### config.mk
export PLATFORM = sky130hd
export DESIGN_NAME = tkr_divider
export DESIGN_NICKNAME = d
export VERILOG_FILES = /design/src/hw/rtl/tkr_divider.sv
export SDC_FILE = /design/constraint.sdc
export NUM_CORES = 1
export LEC_CHECK = 0
export BUFFER_PORTS_ARGS = -buffer_cell sky130_fd_sc_hd__buf_4
export CELL_PAD_IN_SITES_DETAIL_PLACEMENT = 1
export CELL_PAD_IN_SITES_GLOBAL_PLACEMENT = 1
export CORE_MARGIN = 2
export CORE_UTILIZATION = 30
export DETAILED_ROUTE_END_ITERATION = 8
export GPL_ROUTABILITY_DRIVEN = 0
export PLACE_DENSITY = 0.56
export SYNTH_ARGS = -nofsm -noshare
export SYNTH_HDL_FRONTEND = slang
export SYNTH_SLANG_ARGS = --single-unit
### constraint.sdc
create_clock -name clk -period 6.83 [get_ports clk]
set_clock_uncertainty 0.2 [all_clocks]
set_input_delay 0.3415 -clock clk [delete_from_list [all_inputs] [get_ports clk]]
set_output_delay 0.3415 -clock clk [all_outputs]
set_load 0.01 [all_outputs]
### src/hw/rtl/tkr_divider.sv
// unsigned restoring divider, one quotient bit per cycle
module tkr_divider #(
  parameter int N = 32,
  parameter int M = 16
) (
  input  logic         clk,
  input  logic         rst_n,
  input  logic         start,
  input  logic [N-1:0] dividend,
  input  logic [M-1:0] divisor,
  output logic         done,
  output logic [N-1:0] quotient
);

  localparam int CNW = $clog2(N + 1);

  logic [N-1:0]   quo_r;
  logic [M-1:0]   rem_r;
  logic [M-1:0]   dvs_r;
  logic [CNW-1:0] cnt_r;
  logic           done_r;
  logic [M:0]     shifted;
  logic [M:0]     diff;
  logic           ge;

  // trial subtract of the shifted remainder
  assign shifted = {rem_r, quo_r[N-1]};
  assign diff    = shifted - {1'b0, dvs_r};
  assign ge      = shifted >= {1'b0, dvs_r};

  // step counter and done pulse
  always_ff @(posedge clk) begin
    if (!rst_n) begin
      cnt_r  <= '0;
      done_r <= 1'b0;
    end else begin
      done_r <= 1'b0;
      if (start) begin
        cnt_r <= CNW'(N);
      end else if (cnt_r != '0) begin
        cnt_r  <= cnt_r - CNW'(1);
        done_r <= (cnt_r == CNW'(1));
      end
    end
  end

  // remainder and quotient shift
  always_ff @(posedge clk) begin
    if (start) begin
      quo_r <= dividend;
      rem_r <= '0;
      dvs_r <= divisor;
    end else if (cnt_r != '0) begin
      rem_r <= ge ? diff[M-1:0] : shifted[M-1:0];
      quo_r <= {quo_r[N-2:0], ge};
    end
  end

  assign done     = done_r;
  assign quotient = quo_r;

endmodule

==> metrics.md <==
| Metric | Value |
|---|---|
| Clock transition at the registers of the reported paths | 0.05 ns |
| Leakage power | 2.13 nW |
| WS Path Type | register to register |
| Hold EP | cnt_r[5]$_SDFFE_PN0P_ |
| WP data required | ~6.7 ns |
| CTS buffer count | 9 |
| Largest cells by area after synthesis | edfxtp_1 (37%), dfxtp_1 (12%), mux2_2 (9.5%), ha_1 (5.8%), nor2_1 (2.2%) |
| Worst Path Arrival | between 3 and 4 ns |
| Setup TNS | 0 ns |
| Via density per instance | around 5.0 |
| Hold-fix buffers, CTS | 16 |
| Final Hold Fails | 0 |
| Post-DP HPWL | a little under 8000 µm |
| Maxcap violations | 0 |
| Post-synthesis sequential area ratio | roughly 49% |
| Dpl cell area | 4670 µm² |
| Post-synth top cells | edfxtp_1 (48), mux2_2 (33), dfxtp_1 (23), nor2_1 (23), nand2_1 (22) |
| Mapped Cells | 345 |
| Max VDD drop | approximately 0.21 mV |
| Grt ovf | 0 |
| Min-Delay Path Class | primary input to register |
| Total chip power | between 0.002 and 0.0025 W |
| Syn_nets | 415 |
| Worst Hold Launch | rst_n |
| RSZ-0062 raised after global routing | false |
| Count of pins over their slew limit | 0 |
| Drc violations | 0 |
| Async SR Flop Fraction | 0% |
| Final instance area | between 5000 and 6000 µm² |
| Die area | 13900 µm² |
| DR pass1 iterations | 4 |
| Number of enable flip-flop cells after synthesis | 48 |
| Longest Clk Path Bufs | 2 |
| Die height | about 120 µm |
| Worst hold slack | roughly 0.014 ns |
| ANT cells | 0 |
| Area grow syn2layout | 31.3% |
| Tot GR Track Use | ~16% |
| Pwr dens | between 300 and 400 nW/µm² |
| Final nets | approximately 510 |
| Max_slew headroom | 40.8% |
| DR vias | between 3000 and 4000 |
| Yosys warnings | 0 |
| # setup viols final | 0 |
| Worst setup EP type | register |
| Final wirelength | 10800 µm |
| Most common cell in the netlist | edfxtp_1 |
| Top_reg_cell synth | edfxtp_1 |
| Skew-Pair Late Insertion Delay | about 0.34 ns |
| CTS tree | yes |
| First-pass GRT wire length | around 18000 µm |
| Row count | just over 40 |
| Post-CTS sizing | 0 |
| # port buffers | just over 80 |
| IO Pins | 84 |
| #FFs+latches synth | 71 |
| Startpoint Class | register |
| Crit path max fanout | 32 |
| Status | finished clean |
| Synth unique cells | a little over 60 |
| Crit path launch | cnt_r[5]$_SDFFE_PN0P_ |
| R2r worst-path depth | 5 |
| Clk root buf | clkbuf_16 |
| DIE WIDTH | approximately 120 µm |
| Post-Syn Area | roughly 3900 µm² |
| Post-CTS Setup Bufs | 0 |
| Max Clock Freq | around 310 MHz |
| Clock Sinks | 71 |
| Least-Margin Pin Slew | 0.885 ns |
| Final min period | approximately 3.2 ns |
| Synth top area share | approximately 37% |
| Yosys top cell by area | edfxtp_1 |
| Reg-to-Reg End | quotient[24]$_DFFE_PP_ |
| Synthesized area per cell | ~11 µm² |
| Largest net degree at the start of global routing | ~60 |
| Core Area | about 13000 µm² |
| H-tree Lvls | 3 |
| Vias in the first global route | 3353 |
| FF-to-FF Start | cnt_r[5]$_SDFFE_PN0P_ |
| Initial Util | just over 30% |
| Worst hold path stage count | 2 |
| Routed Antenna Nets | 0 |
| Initial DRC Count | between 90 and 100 |
| Routed WL per cell | 17.4 µm |
| Reg2reg setup slack | 3.64 ns |
| Ratio of cells with drive above 1 in the final layout | 31.8% |
| Fin crit share | 46.7% |
| Antenna violations before repair | 0 |
[cell type report]
class                      count  area, µm²
fill                        1410       7550
sequential                    71       1900
multi-input combinational    240       1830
timing repair buffer         102        806
clock buffer                  12        258
tap                          172        215
inverter                      20       75.1
clock inverter                 4       28.8
[metrics by stage]
stage	setup slack [ns]	std cells	util, %
2_1_floorplan	4.40	345	-
3_3_place_gp	3.47	589	36.9
3_5_place_dp	3.60	589	36.9
4_1_cts	3.57	621	40.4
5_1_grt	3.38	621	40.4
6_report	3.64	621	40.4
[state kept, by name, indices dropped and copies added (netlist names)]
name	flops
cnt_r	6
dvs_r	16
quotient	32
done	1
rem_r	16
[placed cells by master, fill, tap and decap left out, types with 4 or more instances in the layout]
cell type      count
o21ai_0           12
edfxtp_1          48
ha_1              18
xnor2_1            6
o211ai_1           6
a21oi_1           15
dlygate4sd3_1     16
a21o_1             7
o21a_1             4
mux2_2            33
clkbuf_16         10
nor2_1            23
nand2_1           22
buf_4             86
nor3_1            10
inv_1             20
nand3_1            5
dfxtp_1           23
nand2b_1           5
xor2_1             6
[where the power goes]
part / internal, W / total, W / leakage, nW / switching (W)
clock: 0.000269 / 0.000458 / 0.134 / 0.000189
sequential: 0.000603 / 0.000687 / 0.675 / 0.0000847
combinational: 0.000381 / 0.000888 / 1.32 / 0.000507
[layer usage]
layer  track usage (%)  vias up  wire length [µm]  part of all wire, %
li1                  -     1497                 -                    -
met1              19.5     1519              4750                   44
met2              26.1       78              5100                   47
met3              7.03        7               840                  7.8
met4              3.92        0               104                 0.96
met5                 0        -                 0                    0
[logic make-up (layout without fill, tap and decap cells)]
logic type	count (synthesis)	in the layout	synth area share, %
adder cells (fa/ha/maj)	19	19	6.29
AND/OR/NAND/NOR	90	90	11.5
multiplexers	36	36	10.3
flip-flops	71	71	48.8
AO/OA/AOI/OAI	83	83	16.3
buffers and inverters	34	138	4.14
XOR/XNOR	12	12	2.70
[critical path: stages, from the launching register on]
cell,delay [ns]
dfxtp_1,0.32
nor4_1,0.67
nand2_1,0.48
nor2_1,0.81
inv_1,0.09
buf_4,0.30
[how the worst max path moves through the flow]
stage                                        end  slack [ns]  cells past startpoint
final                     quotient[24]$_DFFE_PP_        3.64                      5
after floorplan            quotient[0]$_DFFE_PP_        4.40                      9
after CTS                 quotient[23]$_DFFE_PP_        3.57                      5
after global routing      quotient[23]$_DFFE_PP_        3.38                      5
after global placement    quotient[22]$_DFFE_PP_        3.47                      5
after detailed placement  quotient[23]$_DFFE_PP_        3.60                      5
Note: power is estimated with default switching activity, not from simulation.
